`config.mk`:
```
export PLATFORM = sky130hd
export DESIGN_NAME = sgoc_ram
export DESIGN_NICKNAME = d
export VERILOG_FILES = /design/src/rtl/core/sgoc_ram.sv
export SDC_FILE = /design/constraint.sdc
export NUM_CORES = 2
export LEC_CHECK = 0
export ABC_AREA = 1
export BUFFER_PORTS_ARGS = -buffer_cell sky130_fd_sc_hd__buf_2
export CAP_MARGIN = 20
export CORE_ASPECT_RATIO = 1.4
export CORE_MARGIN = 10
export CORE_UTILIZATION = 63
export DETAILED_ROUTE_END_ITERATION = 6
export HOLD_SLACK_MARGIN = 0.03
export PLACE_DENSITY = 0.78
export REMOVE_ABC_BUFFERS = 1
export SETUP_SLACK_MARGIN = 0.15
export SLEW_MARGIN = 20
export SYNTH_ARGS = -nofsm -noshare
export SYNTH_HDL_FRONTEND = slang
export SYNTH_SLANG_ARGS = --single-unit
```
`constraint.sdc`:
```
create_clock -name clk -period 2.2 [get_ports clk]
set_clock_uncertainty 0.1 [all_clocks]
set_input_delay 0.11 -clock clk [delete_from_list [all_inputs] [get_ports clk]]
set_output_delay 0.11 -clock clk [all_outputs]
set_load 0.05 [all_outputs]
```
`src/rtl/core/sgoc_ram.sv`:
```
// Generic single-write, single-read RAM with registered read data.
// Stand-alone; used for the cell hit grid.
module sgoc_ram #(
	parameter int WIDTH = 2,
	parameter int DEPTH = 1024
) (
	input  logic                     clk,
	input  logic                     we,
	input  logic [$clog2(DEPTH)-1:0] waddr,
	input  logic [WIDTH-1:0]         wdata,
	input  logic                     re,
	input  logic [$clog2(DEPTH)-1:0] raddr,
	output logic [WIDTH-1:0]         rdata
);

	logic [WIDTH-1:0] mem [DEPTH];

	always_ff @(posedge clk) begin
		if (we) begin
			mem[waddr] <= wdata;
		end
		if (re) begin
			rdata <= mem[raddr];
		end
	end

endmodule

```
=== After elaboration in Yosys (flattened, before gate mapping) ===
Memory sizes are Yosys's and may differ from the RTL's. A register that Yosys moved wholly into a read port is not among the register bits.
Cells that the tools add are included.

* Mux-type cells: 2

{| class="wikitable"
|+ Operators by type and width
! cell !! count
|-
| $mux W1 || 2
|}

* Memories: 1
* Word-level logic and storage cells: 3
* Bits in writable memories: 2048
* Bits in registers: 0

{| class="wikitable"
|+ Memory list
! name !! words !! width !! read ports !! clocked after Yosys merged registers in !! write ports !! line !! source
|-
| mem || 1024 || 2 || 1 || 1 || 1 || 16 || <nowiki>logic [WIDTH-1:0] mem [DEPTH];</nowiki>
|}

=== Logic depth before layout (Yosys ltp) ===
* Depth after elaboration: 2
* Mapped depth: 17
* Depth with buffers taken out: 13

=== Worst setup path before layout ===
OpenSTA, ideal clock, no wires.

* Path kind: input port to flip-flop
* From: input waddr[2]
* To: memory mem[443][0], enable pin
* Setup time: 0.309 ns
* Stages: 8
* Arrival: 1.435 ns
* Path buffers: 3
* Setup slack: 0.356 ns
* Cell sequence: buf_2 nor3_1 inv_1 nor2_1 nand2_1 clkbuf_1 buf_1 nor2_1

{| class="wikitable"
|+ RTL lines
! what !! line !! source
|-
| start: declaration || 9 || <nowiki>input logic [$clog2(DEPTH)-1:0] waddr,</nowiki>
|-
| end: declaration || 16 ||
|}

Straight into the memory's write port.

==> summary.txt <==
Status
  • Outcome: finished, final reports clean

Logic synthesis
  • Post-synth EDFFs: 2050
  • Top cell type's share of synthesized area: 0.708
  • Post-synth top cells: nand2_1, edfxtp_1, nand3_1
  • Dominant cells by area after synthesis: edfxtp_1, nand3_1, nand2_1, nor2_1, buf_2
  • Ys async rst share: 0
  • Seq cells post-synth: 2050
  • Distinct cell type count after synthesis: 16
  • Ys flop type: edfxtp_1
  • Synth Cell Area: 87000 sq um
  • Synthesized instance count: 7976
  • Most frequent cell after synthesis: nand2_1
  • Synthesized area per cell: 10.9 sq um
  • Sequential area share after synthesis: 0.708
  • Yosys Warn Count: 0
  • Synth area leader: edfxtp_1

Die
  • FP Rows: 161
  • Die W: 334 um
  • Die Y: 460 um
  • Core area: 137000 sq um
  • I/O pin count: 27
  • Die area: 154000 sq um
  • Initial Util: 0.633

Power
  • Power Density: 809 nW/um^2
  • Logic pwr share: 0.071
  • Clock share of power: 0.388
  • Internal power: 61.8 mW
  • Switching share of power: 0.221
  • Total leakage power: 33.8 nW
  • Peak supply drop: 0.683 mV
  • Psw: 17.6 mW
  • Power share of the sequential group: 0.541

Detailed routing
  • WL per Instance: 25.3 um
  • Vias: 64300
  • Antenna-violating nets left: 0
  • Initial drt markers: 9652
  • DRC: 0
  • Drt first pass iters: 7
  • WL final: 251000 um
  • Via/cell ratio: 6.48

Timing
  • Worst slew pin tran: 611 ps
  • Number of setup violations in the final report: 0
  • Tmin final: 2030 ps
  • Final Hold Fails: 0
  • Fmax: 492 MHz
  • Period utilisation layout: 0.923
  • RSZ-0062 raised after global routing: yes
  • Max-slew violation count: 0
  • Relative slew slack: 0.592

Place
  • Hpwl dp: 142000 um
  • Buffers on Ports: 26
  • Weighted congestion at the end of routability-driven global placement: 0.902
  • Placed Cells incl. Taps: 9578

Final layout
  • FILL cells: 8795
  • Fin cells: 9921
  • Share of cells above drive strength 1: 0.0942
  • Final Net Count: 8013
  • Area added between synthesis and finish: 12.8%
  • Fin util: 0.714

Critical path
  • WS Path Type: reg -> reg
  • CP max-delay cell: edfxtp_1
  • CP Max Fanout: 1
  • RR Startpoint: mem[623][0]$_DFFE_PP_
  • Worst Setup SP: mem[623][0]$_DFFE_PP_
  • WP data arrival: 2510 ps
  • CP startpoint kind: register
  • Required @ worst endpoint: 2680 ps
  • Most used cell, CP: nand3_1
  • Crit-path cells: nand2_1 -> nand3_1 -> nand3_1 -> nand3_1 -> nand3_1 -> nand3_1 -> nand3_2 -> nand3_1 -> nand3_1 -> nand2_1 -> nand2_1 -> nand2_1
  • Family with the most delay on the worst path: simple AND/OR/NAND/NOR gates
  • Max stage delay on crit path: 370 ps
  • Critical path capture point type: register
  • WP buf/inv: 0

Global route
  • Vias in the first global route: 63300
  • Antenna violations before repair: 9
  • Largest net degree at the start of global routing: 111
  • GR Overflow Total: 0
  • First-pass GRT wire length: 370000 um
  • GRT Resource Usage Total: 0.321

Worst hold path
  • HP Class: in -> reg
  • Min-delay src: raddr[7]

CTS
  • CTS tree: built
  • Setup bufs post-CTS: 0
  • Htree depth: 4
  • Clock latency on the worst-skew pair: 830 ps
  • Max Root-Sink Buffers: 3
  • Clock Tree Root: clkbuf_16
  • Clk slew on worst S/H paths: 70 ps
  • Clock sink total: 2050
  • CTS Buf Count: 178

Run
  • Max-Cap Viols: 0
## final timing paths
kind | slack [ps] | to | cells past startpoint
max | 170 | rdata[0]$_DFFE_PP_ | 12
min | 80 | rdata[1]$_DFFE_PP_ | 7
max reg2reg | 170 | rdata[0]$_DFFE_PP_ | 12
min reg2reg | 1110 | rdata[1]$_DFFE_PP_ | 12
## metal layers
layer  track usage  wire, um  up-vias
li1              -         -    27800
met1         0.381     80400    30600
met2         0.521    118000     4819
met3        0.0748     33000     1065
met4         0.217     19000        8
met5       0.00188        88        -
## final cells by class
| cell class | instances | area [sq um] | area share |
|---|---|---|---|
| inverters | 45 | 206 | 0.00210 |
| flip-flops and latches | 2050 | 61600 | 0.627 |
| repair buffers | 477 | 5910 | 0.0602 |
| diodes | 5 | 12.5 | 0.000127 |
| clock inverters | 101 | 938 | 0.00956 |
| clock buffers | 214 | 4700 | 0.0478 |
| well taps | 1793 | 2240 | 0.0229 |
| multi-input cells | 5236 | 22600 | 0.230 |
## worst register-to-register path: cells and delay by family, from the launching register on
| family | cells | cell delay [ps] |
|---|---|---|
| simple gates | 12 | 1340 |
| flops | 1 | 370 |
## logic make-up (layout without fill, tap and decap cells)
group | Yosys count | in the layout | share of synthesized area
simple gates | 5236 | 5236 | 0.256
other cells | 0 | 5 | 0
buf+inv | 690 | 837 | 0.0363
flops | 2050 | 2050 | 0.708
## metrics by stage
stage                     setup WS [ps]  power [mW]  hold slack, ps  setup TNS, ps  area (sq um)
after floorplan                   -3880        46.2             109          -7740         84000
after global placement             -382        49.1             234           -737         92100
after detailed placement           -439        49.2             237           -834         92100
after CTS                           137        79.2            -411              0         98000
after global routing               87.7        81.3            80.6              0         98100
final                               169        79.4            79.1              0         98100
## power groups by stage
stage | combinational, mW | sequential, mW | clock (mW)
2_1_floorplan | 2.33 | 43.8 | 0
3_3_place_gp | 5.25 | 43.8 | 0
4_1_cts | 5.45 | 43.0 | 30.8
3_5_place_dp | 5.37 | 43.8 | 0
6_report | 5.64 | 43.0 | 30.8
5_1_grt | 5.96 | 43.0 | 32.4
## placed cells by master (no fill, tap or decap)
master,n
inv_8,2
nand3_1,2011
buf_12,182
buf_2,18
nor2_1,1039
nand3_4,9
buf_4,247
buf_6,1
nand4_1,5
nor3_1,24
clkbuf_4,1
nand3_2,29
edfxtp_1,2050
bufinv_16,17
clkinv_2,36
clkinv_8,2
buf_8,5
clkinvlp_4,5
nand2_2,21
inv_1,37
clkbuf_16,183
inv_6,5
nand2_1,2098
clkinv_1,40
clkinv_4,1
dlygate4sd3_1,23
inv_16,1
diode_2,5
clkbuf_1,31
## repair_timing
item                                   in CTS  in global routing
pin swaps                                   0                  3
resized for setup                           6                 30
cloned                                      0                  0
setup endpoints to repair                   2                  4
hold buffers                               22                  2
endpoints found under the hold margin    1567                  2
## registers in the layout (all words and copies together), names as in the netlist
name / cells
mem: 2048
rdata: 2
Note: power is estimated with default switching activity, not from simulation.
