File: src/rtl/core/sgoc_pkg.sv
// Shared types and constants for the segment grid overlap counter.
// No dependencies; sgoc_walker and the top level refer to it by scoped names.
package sgoc_pkg;

	localparam int COORD_BITS = 10;
	localparam int CELL_BITS  = 2 * COORD_BITS;
	localparam int CELL_COUNT = 1 << CELL_BITS;
	localparam int HIT_BITS   = 2;
	localparam int TOTAL_BITS = 21;

	localparam logic [HIT_BITS-1:0] HIT_ZERO = '0;
	localparam logic [HIT_BITS-1:0] HIT_TWO  = HIT_BITS'(2);
	localparam logic [HIT_BITS-1:0] HIT_SAT  = '1;

	typedef logic [COORD_BITS-1:0] coord_t;
	typedef logic [CELL_BITS-1:0]  cell_addr_t;
	typedef logic [HIT_BITS-1:0]   hit_t;
	typedef logic [TOTAL_BITS-1:0] total_t;

	typedef enum logic [2:0] {
		ST_CLEAR,
		ST_IDLE,
		ST_WALK,
		ST_DRAIN,
		ST_DONE
	} walk_state_t;

	// cell command from the sequencer to the grid update stage
	typedef struct packed {
		logic       rd;
		logic       clr;
		cell_addr_t addr;
	} cell_cmd_t;

endpackage

File: src/rtl/core/sgoc_walker.sv
// Segment sequencer: classifies a segment, then steps one cell per cycle.
// Also runs the grid clearing pass after reset. Uses sgoc_pkg.
module sgoc_walker (
	input  logic                clk,
	input  logic                arst_n,
	input  logic                start,
	input  logic                diag_en,
	input  sgoc_pkg::coord_t    x_start,
	input  sgoc_pkg::coord_t    y_start,
	input  sgoc_pkg::coord_t    x_end,
	input  sgoc_pkg::coord_t    y_end,
	output logic                busy,
	output logic                done,
	output logic                skip,
	output sgoc_pkg::cell_cmd_t cmd
);

	sgoc_pkg::walk_state_t state_q, state_nx;

	sgoc_pkg::coord_t     x_q, y_q, rem_q;
	logic                 xneg_q, yneg_q, xmove_q, ymove_q, skip_q;
	sgoc_pkg::cell_addr_t clr_q;

	sgoc_pkg::coord_t dx, dy, len_m1;
	logic             accept, is_skip;

	assign accept = start && (state_q == sgoc_pkg::ST_IDLE);

	// segment classification
	always_comb begin
		dx      = (x_end >= x_start) ? x_end - x_start : x_start - x_end;
		dy      = (y_end >= y_start) ? y_end - y_start : y_start - y_end;
		len_m1  = (dx > dy) ? dx : dy;
		is_skip = (dx != '0) && (dy != '0) && (!diag_en || (dx != dy));
	end

	// next state
	always_comb begin
		state_nx = state_q;
		unique case (state_q)
			sgoc_pkg::ST_CLEAR: begin
				if (&clr_q) state_nx = sgoc_pkg::ST_IDLE;
			end
			sgoc_pkg::ST_IDLE: begin
				if (accept) state_nx = is_skip ? sgoc_pkg::ST_DONE : sgoc_pkg::ST_WALK;
			end
			sgoc_pkg::ST_WALK: begin
				if (rem_q == '0) state_nx = sgoc_pkg::ST_DRAIN;
			end
			sgoc_pkg::ST_DRAIN: state_nx = sgoc_pkg::ST_DONE;
			sgoc_pkg::ST_DONE:  state_nx = sgoc_pkg::ST_IDLE;
			default:            state_nx = sgoc_pkg::ST_IDLE;
		endcase
	end

	// outputs
	always_comb begin
		busy     = 1'b1;
		done     = 1'b0;
		cmd.rd   = 1'b0;
		cmd.clr  = 1'b0;
		cmd.addr = {y_q, x_q};
		unique case (state_q)
			sgoc_pkg::ST_CLEAR: begin
				cmd.clr  = 1'b1;
				cmd.addr = clr_q;
			end
			sgoc_pkg::ST_IDLE:  busy   = 1'b0;
			sgoc_pkg::ST_WALK:  cmd.rd = 1'b1;
			sgoc_pkg::ST_DRAIN: ;
			sgoc_pkg::ST_DONE:  done   = 1'b1;
			default:            ;
		endcase
	end

	assign skip = skip_q;

	always_ff @(posedge clk or negedge arst_n) begin
		if (!arst_n) begin
			state_q <= sgoc_pkg::ST_CLEAR;
			clr_q   <= '0;
		end else begin
			state_q <= state_nx;
			if (state_q == sgoc_pkg::ST_CLEAR) clr_q <= clr_q + 1'b1;
		end
	end

	// segment registers: loaded on accept, stepped while walking
	always_ff @(posedge clk) begin
		if (accept) begin
			x_q     <= x_start;
			y_q     <= y_start;
			xneg_q  <= x_end < x_start;
			yneg_q  <= y_end < y_start;
			xmove_q <= dx != '0;
			ymove_q <= dy != '0;
			rem_q   <= len_m1;
			skip_q  <= is_skip;
		end else if (state_q == sgoc_pkg::ST_WALK) begin
			if (xmove_q) x_q <= xneg_q ? x_q - 1'b1 : x_q + 1'b1;
			if (ymove_q) y_q <= yneg_q ? y_q - 1'b1 : y_q + 1'b1;
			rem_q <= rem_q - 1'b1;
		end
	end

endmodule

File: config.mk
export PLATFORM = sky130hd
export DESIGN_NAME = sgoc_walker
export DESIGN_NICKNAME = d
export VERILOG_FILES = /design/src/rtl/core/sgoc_pkg.sv /design/src/rtl/core/sgoc_walker.sv
export SDC_FILE = /design/constraint.sdc
export NUM_CORES = 1
export LEC_CHECK = 0
export BUFFER_PORTS_ARGS = -buffer_cell sky130_fd_sc_hd__buf_2
export CORE_ASPECT_RATIO = 0.7
export CORE_MARGIN = 2
export CORE_UTILIZATION = 50
export CTS_CLUSTER_DIAMETER = 200
export DETAILED_ROUTE_END_ITERATION = 6
export GPL_ROUTABILITY_DRIVEN = 0
export PLACE_DENSITY = 0.7
export SETUP_SLACK_MARGIN = 0.02
export SLEW_MARGIN = 20
export SYNTH_ARGS = -nofsm -noshare
export SYNTH_HDL_FRONTEND = slang
export SYNTH_SLANG_ARGS = --single-unit
export TNS_END_PERCENT = 5
File: constraint.sdc
create_clock -name clk -period 2.8 [get_ports clk]
set_clock_uncertainty 0.05 [all_clocks]
set_input_delay 0.28 -clock clk [delete_from_list [all_inputs] [get_ports clk]]
set_output_delay 0.28 -clock clk [all_outputs]
set_load 0.03 [all_outputs]
**After elaboration in Yosys (flattened, before gate mapping)**

Cells that the tools add are included.

- Flip-flop bits (word level): 58
- Bits of input ports: 44
- Output and inout port bits: 25
- Word-level logic and storage cells: 71

- Add/sub/neg operators: 10
- Order comparisons: 5
- Equality and inequality tests: 8
- Multiplexer cells: 22
- Reduce and logical (&&, ||, !) cells: 16

Operators with widths:

| cell | number |
|---|---|
| $mux 10 | 13 |
| $sub 10x10->10 | 4 |
| $sub 10x1->10 const B | 3 |
| $mux 21 | 1 |
| $add 10x1->10 const B | 2 |
| $add 20x1->20 const B | 1 |
| $ge 10x10->1 | 2 |
| $lt 10x10->1 | 2 |
| $reduce_and 20->1 | 1 |
| $reduce_bool 10->1 | 2 |
| $mux 3 | 4 |
| $pmux 3 s4 | 1 |
| $gt 10x10->1 | 1 |
| $logic_not 10->1 | 1 |
| $ne 10x10->1 | 1 |
| $eq 3x2->1 const B | 2 |
| $ne 2x2->1 const B | 3 |
| $reduce_bool 2->1 | 3 |
| $reduce_and 2->1 | 2 |
| $eq 3x1->1 const B | 1 |
| $eq 3x3->1 const B | 1 |
| $logic_and 1x1->1 | 3 |
| $logic_not 3->1 | 1 |
| $mux 1 | 3 |
| 3 further kinds | 3 |

**Longest topological paths before layout**

- Depth after elaboration: 8
- Gate-level depth with buffers: 23
- Mapped depth without buffers: 21

**Least setup slack after synthesis**

Ideal clock, no wire load.

- Kind: input-to-reg
- Start point: input y_end[0]
- End point: register rem_q[1] (data pin)
- Setup time: 151 ps
- Arrival: 4396 ps
- Data required time: 2599 ps
- Path slack: -1797 ps
- Stages: 23
- Path buffers: 2
- Cells stage by stage: inv_1 -> ha_1 -> inv_1 -> fa_1 -> a21o_1 -> a311o_1 -> a211oi_4 -> buf_6 -> nand2_1 -> mux2_2 -> and2_1 -> inv_1 -> ha_1 -> and3_1 -> and3_1 -> and3_1 -> a221o_1 -> a21bo_1 -> and3_1 -> a211oi_2 -> buf_6 -> mux2_4 -> mux2i_4

- Cells in the longest elaborated chain, start to end: 5
- Elaborated cells between the ends (all ways): 7
- Classes of those cells: add/sub: 2; order compare: 2; mux: 3

Ends and longest elaborated chain:

| what | line | text |
|---|---|---|
| start, declared | sgoc_walker.sv:11 | `input sgoc_pkg::coord_t y_end,` |
| $sub 10x10->10 / $ge 10x10->1 (equally long branches) | sgoc_walker.sv:32 | `dy = (y_end >= y_start) ? y_end - y_start : y_start - y_end;` |
| $mux 10 (*) | sgoc_walker.sv:32 |  |
| $gt 10x10->1 | sgoc_walker.sv:33 | `len_m1 = (dx > dy) ? dx : dy;` |
| $mux 10 (*) | sgoc_walker.sv:33 |  |
| $mux 10 (*) | sgoc_walker.sv:90 | `if (accept) begin` |
| end signal, assigned | sgoc_walker.sv:97 | `rem_q <= len_m1;` |
| end signal, assigned | sgoc_walker.sv:102 | `rem_q <= rem_q - 1'b1;` |
| end, declared | sgoc_walker.sv:20 | `sgoc_pkg::coord_t x_q, y_q, rem_q;` |

Mark *: on every way between the ends. The rest lies on a longest branch, timed or not.
A chain may end at the register's enable or synchronous reset.

**Final worst setup path**

- Start point: input y_end[0]
- End point: register rem_q[2] (data pin)

Same word-level chain as after synthesis.

==> run_results.csv <==
group,metric,value,unit
setup_path,cp_cell_sequence,"buf_12, inv_12, ha_4, inv_2, fa_2, a21o_1, a311o_1, a211oi_4, buf_6, nand2_2, mux2_4, and2_4, inv_4, ha_4, and3_4, and3_4, and3_4, a221o_1, a21bo_1, and3_4, a211oi_4, buf_4, mux2i_1, o21ai_1",
floorplan,dieWidth,132,um
setup_path,critPathRequiredTime,2.82,ns
finish,post-route-util,0.709,
floorplan,start_util,0.516,
setup_path,cpPeakStageDelay,0.34,ns
grt,gr-usage-all-layers,0.273,
route,drt_iter0_drc,401,
grt,grt_pass1_vias,5716,
synth,synth_fp_nets,760,
setup_path,crit_type,"in -> reg",
finish,final_cell_area,7870,um^2
placement,dp_hpwl,12600,um
setup_path,end_kind,"flip-flop",
floorplan,dieArea,12300,um^2
synth,yosysUniqueCellTypes,65,
sta,rsz0062_at_grt,"true",
sta,hold_violations,0,
sta,fin_crit_sh,1.55,
floorplan,core.rowCount,32,
finish,area_delta_synth_final,37.5,%
sta,period_minus_slack,4.34,ns
sta,relSlewSlack,0.563,
synth,synth-compound-area-share,0.182,
power,powerDensity,570,nW/um^2
finish,fillCellCount,863,
setup_path,critPathTopFamily,"compound AO/OA/AOI/OAI gates",
synth,syn_avg_cell_area,8.87,um^2
synth,synth_area,5720,um^2
route,drt-pass1-iter-count,5,
grt,grt_overflow,0,
route,routed-via-count,5592,
grt,grt_max_degree,24,
placement,post_dp_cell_area,7220,um^2
synth,synthArstFlopShare,0.397,
floorplan,die_y,93.5,um
route,antenna_left,0,
synth,netlist_instances,645,
synth,synth_top_family_by_area,"compound AO/OA/AOI/OAI gates",
clocking,htree_levels,3,
route,drc,0,
sta,setup_viol,15,
finish,diodes,0,
power,vdd_ir_drop_max,353,uV
synth,seq_area_frac_synth,0.284,
sta,worst_pin_slew,0.647,ns
clocking,cts_buffers,9,
floorplan,ios,69,
sta,setup_ws,-1.54,ns
synth,yosys_warnings,0,
synth,synthAdderAreaFrac,0.163,
synth,synth-xor-area-share,0.0796,
worst_hold_path,min_path_type,"in -> reg",
clocking,clock-sinks,58,
run_status,violations,"negative setup slack",
setup_path,cp.buffers_inverters,6,
power,total_power,4.48,mW
clocking,clk_pin_slew,0.05,ns
finish,fin_nets,967,
synth,synth_flop_cell,"edfxtp_1",
synth,synthMuxAreaShare,0.0719,
power,leakage,3.79,nW
route,vias_per_cell,5.54,
clocking,cts_max_path_buffers,2,
flow_run,cap_violations,0,
setup_path,critPathSlowestCell,"fa_2",
synth,synthSimpleGateAreaFrac,0.155,
grt,antenna_found_initial,1,
grt,grt_pass1_wl,26900,um
setup_path,cpMostUsedCell,"and3_4",
clocking,clock_latency,0.32,ns
route,wire_per_inst,16.2,um
clocking,cts_tree,"built",
route,wl,16400,um
placement,io_buffers,68,
sta,fmax,231,MHz
run_status,status,"complete, but fails checks",
clocking,cts-root-buf,"clkbuf_16",
synth,synth-edff-count,35,
synth,synth-seq-cells,58,
floorplan,core_area,11100,um^2
setup_path,cp_max_fo,6,
setup_path,cp-start-kind,"primary input",
sta,maxSlewViolCount,0,
finish,drive_gt1_frac,0.357,
setup_path,crit_arrival,4.36,ns
## cell usage in the layout (no fill, tap or decap), types with 18 or more instances in the layout
| master | netlist | final |
|---|---|---|
| inv_1 | 71 | 68 |
| nor2_1 | 39 | 39 |
| a21oi_1 | 58 | 50 |
| nand2_1 | 45 | 44 |
| xnor2_1 | 35 | 34 |
| ha_1 | 65 | 60 |
| dfrtp_1 | 23 | 23 |
| o21ai_0 | 31 | 31 |
| buf_4 | 0 | 139 |
| buf_2 | 6 | 67 |
| edfxtp_1 | 35 | 35 |
| nand3_1 | 20 | 18 |
## area by class of cell
type | count | area, um^2 | area share
Multi-Input combinational cell | 496 | 4000 | 0.509
Sequential cell | 58 | 1630 | 0.207
Timing Repair Buffer | 216 | 1500 | 0.191
Inverter | 71 | 282 | 0.0358
Clock buffer | 16 | 262 | 0.0332
Tap cell | 153 | 191 | 0.0243
## synth_stat cells (5+ instances only)
| cell | count | area (um^2) |
|---|---|---|
| dfrtp_1 | 23 | 576 |
| xnor2_1 | 35 | 307 |
| nand3_1 | 20 | 100 |
| clkbuf_1 | 11 | 41.3 |
| mux2_2 | 19 | 214 |
| a21oi_1 | 58 | 290 |
| nor2_1 | 39 | 146 |
| a31oi_1 | 5 | 31.3 |
| nand4_1 | 11 | 68.8 |
| nor2b_1 | 8 | 50.1 |
| fa_1 | 6 | 120 |
| inv_1 | 71 | 267 |
| o21ai_0 | 31 | 155 |
| a21o_1 | 15 | 113 |
| edfxtp_1 | 35 | 1050 |
| mux2i_1 | 16 | 160 |
| nand2b_1 | 6 | 37.5 |
| xor2_1 | 17 | 149 |
| nor3_1 | 7 | 35.0 |
| and3_1 | 14 | 87.6 |
| buf_2 | 6 | 30.0 |
| ha_1 | 65 | 813 |
| nand2_1 | 45 | 169 |
## report_power, final
group	switching [mW]	total, mW	internal [mW]	leakage, nW
logic	1.24	2.37	1.13	3.05
registers	0.0982	1.14	1.04	0.616
clock network	0.347	0.969	0.623	0.125
## registers in the layout, summed over array words and instances, names as in the netlist, 3 cells and up
name	count
clr_q	20
rem_q	10
x_q	10
y_q	10
state_q	3
## worst paths after layout
kind,slack [ns],end,cells after the start,start
setup / recovery,-1.54,rem_q[2]$_DFFE_PP_,24,y_end[0]
hold reg to reg,0.45,clr_q[4]$_DFFE_PN0P_,1,clr_q[4]$_DFFE_PN0P_
hold / removal,0.33,state_q[0]$_DFFE_PN0P_,4,start
min in group asynchronous,0.42,clr_q[4]$_DFFE_PN0P_,2,arst_n
setup reg to reg,0.16,y_q[9]$_DFFE_PP_,10,yneg_q$_DFFE_PP_
max in group asynchronous,1.93,state_q[2]$_DFFE_PN0P_,2,arst_n
## what timing repair did
item                                    in CTS  in global routing
hold endpoints to repair                    23                  0
endpoints found under the setup margin      15                 17
buffers inserted                             9                  2
gates resized for setup                     37                 19
pin swaps                                   26                 14
hold buffers                                 1                  0
cloned                                       0                  0
## cell families (layout without fill, tap and decap cells)
kind of cell,Yosys count,after routing
AO/OA/AOI/OAI,160,160
adder cells (fa/ha/maj),71,71
AND/OR/NAND/NOR,176,176
XOR/XNOR,52,52
multiplexers,37,37
buffers and inverters,91,303
flip-flops,58,58
## worst register-to-register path, delay by kind of cell, from the launching register on
kind                     cells  cell delay, ns
AO/OA/AOI/OAI                8            1.27
flip-flops                   1            0.53
adder cells (fa/ha/maj)      1            0.34
XOR/XNOR                     1            0.20
## through the flow
| stage | hold slack [ns] | std cells | setup TNS [ns] | setup slack (ns) |
|---|---|---|---|---|
| global route | 0.354 | 1010 | -20.28 | -1.70 |
| detailed placement | 0.225 | 982 | -28.58 | -2.33 |
| floorplan | -0.0656 | 645 | -17.68 | -1.62 |
| CTS | 0.315 | 1008 | -17.11 | -1.46 |
| finish | 0.327 | 1010 | -18.19 | -1.54 |
| global placement | 0.223 | 982 | -26.69 | -2.15 |
## metal layers
metal | vias up | part of all wire | track usage
met3 | 30 | 0.065 | 0.0401
met5 | - | 0.00079 | 0
met1 | 2653 | 0.46 | 0.369
met4 | 2 | 0.015 | 0.0752
li1 | 2723 | - | -
met2 | 184 | 0.46 | 0.459
Note: power is estimated with default switching activity, not from simulation.
